**config.mk**
```make
export PLATFORM = sky130hd
export DESIGN_NAME = escaped_command_frame_parser
export DESIGN_NICKNAME = d
export VERILOG_FILES = /design/src/rtl/core/ecfp_pkg.sv /design/src/rtl/core/ecfp_front.sv /design/src/rtl/core/ecfp_queue.sv /design/src/rtl/core/ecfp_back.sv /design/src/rtl/core/escaped_command_frame_parser.sv
export SDC_FILE = /design/constraint.sdc
export NUM_CORES = 1
export LEC_CHECK = 0
export BUFFER_PORTS_ARGS = -buffer_cell sky130_fd_sc_hd__buf_2
export CAP_MARGIN = 20
export CORE_UTILIZATION = 62
export DETAILED_ROUTE_END_ITERATION = 10
export PLACE_DENSITY_LB_ADDON = 0.25
export SKIP_CTS_REPAIR_TIMING = 1
export SLEW_MARGIN = 30
export SYNTH_ARGS = -nofsm -noshare
export SYNTH_HDL_FRONTEND = slang
export SYNTH_HIERARCHICAL = 1
export SYNTH_SLANG_ARGS = --single-unit
```
**constraint.sdc**
```tcl
create_clock -name clk -period 5.4 [get_ports clk]
set_input_delay 1.08 -clock clk [delete_from_list [all_inputs] [get_ports clk]]
set_output_delay 1.08 -clock clk [all_outputs]
set_load 0.05 [all_outputs]
```
**src/rtl/core/ecfp_pkg.sv**
```systemverilog
package ecfp_pkg;

	// Frame bytes
	localparam logic [7:0] START_BYTE = 8'hFF;
	localparam logic [7:0] ESC_BOTH   = 8'h03;
	localparam logic [7:0] ESC_UPPER  = 8'h02;
	localparam logic [7:0] ESC_LOWER  = 8'h01;

	// Command queue depth
	localparam int unsigned QUEUE_DEPTH = 2;
	localparam int unsigned QPTR_W      = $clog2(QUEUE_DEPTH);
	localparam int unsigned QCNT_W      = $clog2(QUEUE_DEPTH + 1);

	typedef enum logic [2:0] {
		PH_HUNT  = 3'd0,
		PH_DIR   = 3'd1,
		PH_UPPER = 3'd2,
		PH_LOWER = 3'd3,
		PH_ESC   = 3'd4
	} phase_t;

	// Raw command as captured by the front end; escape applied in the back end
	typedef struct packed {
		logic       clockwise;
		logic [7:0] upper;
		logic [7:0] lower;
		logic [7:0] esc;
	} cmd_t;

	typedef struct packed {
		logic full;
		logic empty;
	} q_status_t;

endpackage

```
**src/rtl/core/ecfp_front.sv**
```systemverilog
module ecfp_front
	import ecfp_pkg::*;
(
	input  logic      clk,
	input  logic      arst_n,
	input  logic [7:0] rx_byte,
	input  logic      in_valid,
	output logic      in_ready,
	input  q_status_t q_status,
	output logic      push,
	output cmd_t      push_cmd
);

	phase_t     phase_q;
	phase_t     phase_nxt;
	logic       dir_q;
	logic [7:0] upper_q;
	logic [7:0] lower_q;
	logic       accept;

	// Only the escape word needs queue space
	assign in_ready = !(phase_q == PH_ESC && q_status.full);
	assign accept   = in_valid && in_ready;
	assign push     = accept && (phase_q == PH_ESC);

	assign push_cmd.clockwise = dir_q;
	assign push_cmd.upper     = upper_q;
	assign push_cmd.lower     = lower_q;
	assign push_cmd.esc       = rx_byte;

	always_ff @(posedge clk or negedge arst_n) begin
		if (!arst_n) begin
			phase_q <= PH_HUNT;
		end else begin
			phase_q <= phase_nxt;
		end
	end

	always_comb begin
		phase_nxt = phase_q;
		if (accept) begin
			case (phase_q)
				PH_DIR:   phase_nxt = PH_UPPER;
				PH_UPPER: phase_nxt = PH_LOWER;
				PH_LOWER: phase_nxt = PH_ESC;
				PH_ESC:   phase_nxt = PH_HUNT;
				default:  phase_nxt = (rx_byte == START_BYTE) ? PH_DIR : PH_HUNT;
			endcase
		end
	end

	always_ff @(posedge clk) begin
		if (accept && phase_q == PH_DIR) begin
			dir_q <= (rx_byte != 8'd0);
		end
		if (accept && phase_q == PH_UPPER) begin
			upper_q <= rx_byte;
		end
		if (accept && phase_q == PH_LOWER) begin
			lower_q <= rx_byte;
		end
	end

endmodule

```
**src/rtl/core/ecfp_queue.sv**
```systemverilog
module ecfp_queue
	import ecfp_pkg::*;
(
	input  logic      clk,
	input  logic      arst_n,
	input  logic      push,
	input  cmd_t      push_cmd,
	input  logic      pop,
	output cmd_t      head,
	output q_status_t status
);

	cmd_t              mem_q [QUEUE_DEPTH];
	logic [QPTR_W-1:0] wr_ptr_q;
	logic [QPTR_W-1:0] rd_ptr_q;
	logic [QCNT_W-1:0] count_q;
	logic              do_push;
	logic              do_pop;

	assign status.full  = (count_q == QCNT_W'(QUEUE_DEPTH));
	assign status.empty = (count_q == '0);
	assign do_push      = push && !status.full;
	assign do_pop       = pop && !status.empty;
	assign head         = mem_q[rd_ptr_q];

	always_ff @(posedge clk or negedge arst_n) begin
		if (!arst_n) begin
			wr_ptr_q <= '0;
			rd_ptr_q <= '0;
			count_q  <= '0;
		end else begin
			if (do_push) begin
				wr_ptr_q <= (wr_ptr_q == QPTR_W'(QUEUE_DEPTH - 1)) ? '0 : wr_ptr_q + 1'b1;
			end
			if (do_pop) begin
				rd_ptr_q <= (rd_ptr_q == QPTR_W'(QUEUE_DEPTH - 1)) ? '0 : rd_ptr_q + 1'b1;
			end
			case ({do_push, do_pop})
				2'b10:   count_q <= count_q + 1'b1;
				2'b01:   count_q <= count_q - 1'b1;
				default: count_q <= count_q;
			endcase
		end
	end

	always_ff @(posedge clk) begin
		if (do_push) begin
			mem_q[wr_ptr_q] <= push_cmd;
		end
	end

endmodule

```
**src/rtl/core/ecfp_back.sv**
```systemverilog
module ecfp_back
	import ecfp_pkg::*;
(
	input  logic       clk,
	input  logic       arst_n,
	input  q_status_t  q_status,
	input  cmd_t       head,
	output logic       pop,
	output logic       clockwise,
	output logic [15:0] duty_value,
	output logic       out_valid,
	input  logic       out_ready
);

	logic        valid_q;
	logic        cw_q;
	logic [15:0] duty_q;
	logic [7:0]  hi;
	logic [7:0]  lo;

	// Load output register when empty or being drained
	assign pop = !q_status.empty && (!valid_q || out_ready);

	always_comb begin
		hi = head.upper;
		lo = head.lower;
		case (head.esc)
			ESC_BOTH: begin
				hi = 8'hFF;
				lo = 8'hFF;
			end
			ESC_UPPER: hi = 8'hFF;
			ESC_LOWER: lo = 8'hFF;
			default: ;
		endcase
	end

	always_ff @(posedge clk or negedge arst_n) begin
		if (!arst_n) begin
			valid_q <= 1'b0;
		end else if (pop) begin
			valid_q <= 1'b1;
		end else if (out_ready) begin
			valid_q <= 1'b0;
		end
	end

	always_ff @(posedge clk) begin
		if (pop) begin
			cw_q   <= head.clockwise;
			duty_q <= {hi, lo};
		end
	end

	assign out_valid  = valid_q;
	assign clockwise  = cw_q;
	assign duty_value = duty_q;

endmodule

```
**src/rtl/core/escaped_command_frame_parser.sv**
```systemverilog
// Channel  Direction  Handshake             Payload
// in       input      in_valid / in_ready   rx_byte[7:0]
// out      output     out_valid / out_ready clockwise, duty_value[15:0]
//
// One word per cycle on the input while in_ready is high; a frame of five words gives one result.
// The escape word's result passes through the queue, then the output register, which drives out_valid.
// arst_n clears the phase to hunting, empties the queue and drops out_valid.
// in_ready falls only on an escape word with the two-entry command queue full;
// all other words are taken regardless of output stalls.
module escaped_command_frame_parser
	import ecfp_pkg::*;
(
	input  logic        clk,
	input  logic        arst_n,
	input  logic [7:0]  rx_byte,
	input  logic        in_valid,
	output logic        in_ready,
	output logic        clockwise,
	output logic [15:0] duty_value,
	output logic        out_valid,
	input  logic        out_ready
);

	// Front end: hunts for the start word and latches direction and data words
	q_status_t q_status;
	logic      push;
	cmd_t      push_cmd;
	// Back end: applies the escape mask and holds the result
	logic      pop;
	cmd_t      head;

	ecfp_front u_front (
		.clk      (clk),
		.arst_n   (arst_n),
		.rx_byte  (rx_byte),
		.in_valid (in_valid),
		.in_ready (in_ready),
		.q_status (q_status),
		.push     (push),
		.push_cmd (push_cmd)
	);

	// Short command queue decouples the frame parser from output stalls
	ecfp_queue u_queue (
		.clk      (clk),
		.arst_n   (arst_n),
		.push     (push),
		.push_cmd (push_cmd),
		.pop      (pop),
		.head     (head),
		.status   (q_status)
	);

	ecfp_back u_back (
		.clk        (clk),
		.arst_n     (arst_n),
		.q_status   (q_status),
		.head       (head),
		.pop        (pop),
		.clockwise  (clockwise),
		.duty_value (duty_value),
		.out_valid  (out_valid),
		.out_ready  (out_ready)
	);

endmodule

```
# Word level (Yosys, flattened, before mapping)
# Memory sizes are Yosys's and may differ from the RTL's.
# Cells that the tools add are included.
dict set report classes {
  n_addsub 4
  n_eq_ne 11
  n_mux 9
  reduce_logical 20
}
# cell n
set op_table {}
lappend op_table {{$eq A8 B2 Y1 const B} 2}
lappend op_table {{$pmux W3 S4} 1}
lappend op_table {{$logic_and A1 B1 Y1} 9}
lappend op_table {{$eq A8 B1 Y1 const B} 1}
lappend op_table {{$eq A8 B8 Y1 const B} 1}
lappend op_table {{$reduce_bool A8 Y1} 1}
lappend op_table {{$mux W1} 7}
lappend op_table {{$eq A3 B2 Y1 const B} 2}
lappend op_table {{$eq A2 B2 Y1 const B} 2}
lappend op_table {{$logic_not A1 Y1} 4}
lappend op_table {{$pmux W2 S2} 1}
lappend op_table {{$reduce_bool A2 Y1} 2}
lappend op_table {{$reduce_or A2 Y1} 2}
lappend op_table {{$eq A3 B1 Y1 const B} 1}
lappend op_table {{$eq A3 B3 Y1 const B} 1}
lappend op_table {{$add A1 B1 Y1 const B} 2}
lappend op_table {{$add A2 B1 Y2 const B} 1}
lappend op_table {{$eq A2 B1 Y1 const B} 1}
lappend op_table {{$logic_not A2 Y1} 1}
lappend op_table {{$sub A2 B1 Y2 const B} 1}
lappend op_table {{$logic_or A1 B1 Y1} 1}
dict set report totals {
  reg_bits 42
  mem_bits_rw 50
  inputBits 12
  out_inout_bits 19
  mem_count 1
}
# memory words width rd rd_clocked_by_memory_dff write_ports line_no
set mem_list {}
lappend mem_list {u_queue.mem_q 2 25 1 0 1 ecfp_queue.sv:13} ;# cmd_t mem_q [QUEUE_DEPTH];

# Logic depth before layout (Yosys ltp)
dict set report logic_depth {
  word_depth 8
  ltp_mapped 8
}

# Modules after synthesis
# The synthesis kept the hierarchy.
# module n_inst cells_each area_per_inst_um2 seq_area_each_um2
set by_module_without_submodules {}
lappend by_module_without_submodules {ecfp_queue 1 96 2102.0 1601.5}
lappend by_module_without_submodules {ecfp_front 1 57 813.3 585.6}
lappend by_module_without_submodules {ecfp_back 1 45 785.8 535.5}

# Worst setup path before layout
# OpenSTA, ideal clock, no wires.
dict set report synth_path {
  kind {input-to-reg}
  startpoint {in out_ready}
  endpoint {reg u_queue.count_q[1]}
  setup_time_ns 0.079
  arrival_ns 2.846
  t_required_ns 5.321
  path_slack_ns 2.475
  stages 6
  path_buffers 0
  path_cell_list {inv_1 > a21oi_1 > nor2b_2 > ha_1 > nor2_1 > xor2_1}
}
dict set report synth_between {
  elab_chain_len 5
}
# item line_no
set synth_lines {}
lappend synth_lines {{start: declaration} escaped_command_frame_parser.sv:21} ;# input logic out_ready
lappend synth_lines {{$logic_or A1 B1 Y1 *} ecfp_back.sv:22} ;# assign pop = !q_status.empty && (!valid_q || out_ready);
lappend synth_lines {{$logic_and A1 B1 Y1 *} ecfp_back.sv:22}
lappend synth_lines {{named net pop} escaped_command_frame_parser.sv:29} ;# logic pop;
lappend synth_lines {{$logic_and A1 B1 Y1 *} ecfp_queue.sv:23} ;# assign do_pop = pop && !status.empty;
lappend synth_lines {{named net u_queue.do_pop} ecfp_queue.sv:18} ;# logic do_pop;
lappend synth_lines {{$eq A2 B1 Y1 / $eq A2 B2 Y1 (equally long branches)} ecfp_queue.sv:38} ;# case ({do_push, do_pop})
lappend synth_lines {{$pmux W2 S2 / $reduce_bool A2 Y1 (equally long branches)} -}
lappend synth_lines {{end signal: assignment} ecfp_queue.sv:39} ;# 2'b10: count_q <= count_q + 1'b1;
lappend synth_lines {{end signal: assignment} ecfp_queue.sv:40} ;# 2'b01: count_q <= count_q - 1'b1;
lappend synth_lines {{end signal: assignment} ecfp_queue.sv:41} ;# default: count_q <= count_q;
lappend synth_lines {{end: declaration} ecfp_queue.sv:16} ;# logic [QCNT_W-1:0] count_q;
# Mark *: on every way through the listed nets, which the timed path passes. The rest lies on a longest branch.
# A chain may end at the register's enable or synchronous reset.

==> parameters.txt <==
Parameter                              Value

Synthesis
  Post-synthesis average cell area ... 18.7 um^2
  Xor/xnor cell area share of the yosys netlist ... 0.0118
  Cell types with the highest counts after synthesis ... 84 x sky130_fd_sc_hd__edfxtp_1, 19 x sky130_fd_sc_hd__mux2_4, 9 x sky130_fd_sc_hd__buf_4, 9 x sky130_fd_sc_hd__nand2_1, 9 x sky130_fd_sc_hd__o21bai_2
  Syn Nets ... 211
  Largest area contributor in the synthesized netlist ... sky130_fd_sc_hd__edfxtp_1
  Yosys reg bits ... 92
  Share of the synthesized area in the top cell type ... 0.682
  Cell count after synthesis ... 198
  Most frequently used cell type in the post-synthesis netlist ... sky130_fd_sc_hd__edfxtp_1
  Post-Syn Area ... 3700 um^2
  Adder and majority gate portion of the synthesized area ... 0.00338
  Synthesis Warnings ... 6
  Share of synthesized area spent on multiplexers ... 0.0953
  Predominant post-synthesis flop cell ... sky130_fd_sc_hd__edfxtp_1
  Number of distinct standard cells referenced by the synthesized netlist ... 36
  Sequential area share after synthesis ... 0.736
  Number of synthesized flops with an enable pin ... 84
  Main combinational cell family by area after synthesis ... multiplexers
  Area share of and/or/nand/nor cells after synthesis ... 0.0507
  Cells taking the most area after synthesis ... sky130_fd_sc_hd__edfxtp_1 68%, sky130_fd_sc_hd__mux2_4 7.7%, sky130_fd_sc_hd__dfrtp_1 5.4%
  Fraction of the mapped netlist area in compound gates ... 0.0565
  Share of flip-flops with an asynchronous set or reset after synthesis ... 0.0870

Setup path
  Startpoint of the worst-slack reg-to-reg timing path ... u_queue/rd_ptr_q$_DFFE_PN0P_
  Reg2Reg Depth ... 4
  Largest incremental delay on the critical path ... 0.43 ns
  Setup CP Type ... flop to primary output
  R2R Setup Slk ... 3.27 ns
  Buffer and inverter count on the worst path ... 2
  Critical path peak fanout ... 4
  Reg-to-reg endpoint ... u_back/duty_value[5]$_SDFFCE_PP1P_
  Arr. time, crit path ... 1.41 ns
  Critical path's slowest cell ... sky130_fd_sc_hd__dfrtp_1
  Type of element launching the critical path ... flop
  Worst EP required ... 4.32 ns
  Cell type group with the largest total delay on the critical path ... flip-flops
  Cell Chain, Critical Path ... nand2b_1 -> inv_1 -> nand4bb_1 -> buf_2
  Endpoint type of the worst setup path ... primary output

Pwr
  Max rail drop VDD ... 0.297 mV
  Leak pwr ... 0.00146 uW
  P per Cell Area ... 502 nW/um^2

Clocking
  Count of H-tree levels built during CTS ... 3
  Insertion delay to the later sink of the worst-skew pair ... 0.35 ns
  Clock tree from TritonCTS ... done
  TritonCTS Sinks ... 92
  Max Root-Sink Buffers ... 2
  TritonCTS Buffers ... 9
  Clk root buf ... sky130_fd_sc_hd__clkbuf_8
  Clock transition at the registers of the reported paths ... 0.08 ns

Final layout
  Antenna diode count ... 0
  Layout cell share with drive strength beyond 1 ... 0.396
  Growth of design area from synthesis to finish ... 8.69%
  Number of fill cells ... 354
  Final core area utilization ... 0.713
  Final Net Count ... 238
  Non-filler instance count after layout ... 302

Floorplanning
  Horizontal die dimension ... 79.3 um
  Die Outline Area ... 6280 um^2
  Starting Density ... 0.656
  Floorplan die height ... 79.3 um
  Floorplan row count ... 27
  CORE AREA ... 5640 um^2
  Count of boundary I/O pins ... 31

Hold path
  Worst Hold Path Cells ... 0
  Terminating pin of the worst hold path ... u_queue/mem_q[0][19]$_DFFE_PP_
  Worst min path class ... flop to flop
  Worst hold path startpoint ... u_front/upper_q[3]$_DFFE_PP_

Global route
  Residual overflow from global routing ... 0
  Maximum number of pins on one net before global-route repair ... 27
  Number of global-route vias before repair ... 1646
  Total Routing Usage GR ... 0.187
  First-pass GRT wire length ... 8.17 mm
  Antenna violations before repair ... 0

Detailed routing
  Post-route antenna net violation count ... 0
  Wirelength per Cell ... 17.1 um
  DR vias/cell ... 5.54
  Total length of routed wires ... 5.17 mm
  Via total after detailed routing ... 1672
  Router iterations before antenna repair ... 4
  Number of remaining DRC errors ... 0
  DR iter-0 viols ... 88

Timing
  Number of setup violations in the final report ... 0
  Count of final hold-check violations ... 0
  Fmax ... 0.402 GHz
  Final worst-path cycle share ... 0.461
  Largest clock skew in the final design ... 0.00487 ns
  Unrepaired setup endpoints after global routing ... no
  Transition at the pin with the smallest max-transition slack ... 0.754 ns
  Relative slew slack ... 0.496
  Final worst setup slack ... 2.91 ns
  Worst hold margin ... 0.454 ns
  Pins Over Slew Limit ... 0
  Total negative setup slack ... 0 ns
  Tmin final ... 2.49 ns

Place
  Cells after DPL ... 286
  Post-Place Worst Slack ... 2.76 ns
  Placer congestion estimate ... 0.756
  Hpwl dp ... 3.46 mm
  Count of input and output buffers ... 30

Flow run
  Maxcap violations ... 0

Run status
  Run status ... complete, no violations
-- flip-flops by register name (all words and copies together), names as in the netlist --
register           count
u_back/out_valid       1
u_queue/rd_ptr_q       1
u_back/clockwise       1
u_front/phase_q        3
u_queue/count_q        2
u_queue/wr_ptr_q       1
u_front/upper_q        8
u_front/dir_q          1
u_queue/mem_q         50
u_back/duty_value     16
u_front/lower_q        8
-- worst max path at each step --
stage | start | end | slack (ns) | cells past startpoint
floorplan | out_ready | u_queue/count_q[1]$_DFFE_PN0P_ | 2.47 | 6
global placement | in_valid | u_queue/mem_q[0][14]$_DFFE_PP_ | 2.50 | 5
detailed placement | in_valid | u_queue/mem_q[0][9]$_DFFE_PP_ | 2.76 | 5
CTS | u_queue/count_q[0]$_DFFE_PN0P_ | in_ready | 2.89 | 4
global route | u_queue/count_q[0]$_DFFE_PN0P_ | in_ready | 2.79 | 4
finish | u_queue/count_q[0]$_DFFE_PN0P_ | in_ready | 2.91 | 4
-- where the power goes --
part | leakage, uW | switching (uW) | total, uW | internal, uW
combinational | 0.000492 | 358 | 573 | 216
clock | 0.000109 | 227 | 486 | 259
sequential | 0.000864 | 53.3 | 960 | 907
total | 0.00146 | 638 | 2020 | 1380
-- logic make-up after synthesis --
family | count (synthesis)
buffers and inverters | 20
flip-flops | 92
multiplexers | 25
AND/OR/NAND/NOR | 32
adder cells (fa/ha/maj) | 1
AO/OA/AOI/OAI | 23
XOR/XNOR | 5
-- layout by cell type (no fill, tap or decap), drive strengths merged, types with 2 or more instances in the layout --
cell,count
o21ai,3
or3b,2
or4,2
edfxtp,84
nand3,2
nand2,9
buf,32
o21bai,16
clkinv,4
and3,2
a21oi,2
nor4,2
mux2,25
nor2b,2
clkbuf,9
bufinv,2
nor2,5
xor2,2
inv,4
dfrtp,8
xnor2,3
-- cell type report --
type	count	area [um^2]	share of cell area
clock buffer	9	124	0.0308
clock inverter	7	91.3	0.0227
inverter	4	15.0	0.00373
multi-input combinational	86	815	0.202
sequential	92	2720	0.677
tap	72	90.1	0.0224
timing repair buffer	32	165	0.0411
-- through the flow --
| stage | cell area, um^2 | total power, uW |
|---|---|---|
| after floorplan | 3700 | 1480 |
| after global routing | 4020 | 2110 |
| final | 4020 | 2020 |
| after global placement | 3800 | 1520 |
| after CTS | 4020 | 2030 |
| after detailed placement | 3810 | 1550 |
-- worst reg2reg max path: cells and delay by family (launching register included) --
family,cells,cell delay (ns)
buffers and inverters,1,0.40
DFF,1,0.34
AOI/OAI and AO/OA,1,0.21
muxes,1,0.34
and+or+nand+nor,1,0.68
-- routing by layer --
metal	wire [um]	track usage	vias to the layer above
li1	-	-	790
met5	0	0	-
met1	2290	0.237	826
met4	42	0.0782	0
met2	2570	0.295	52
met3	266	0.0632	4
(Power assumes the default switching activity.)
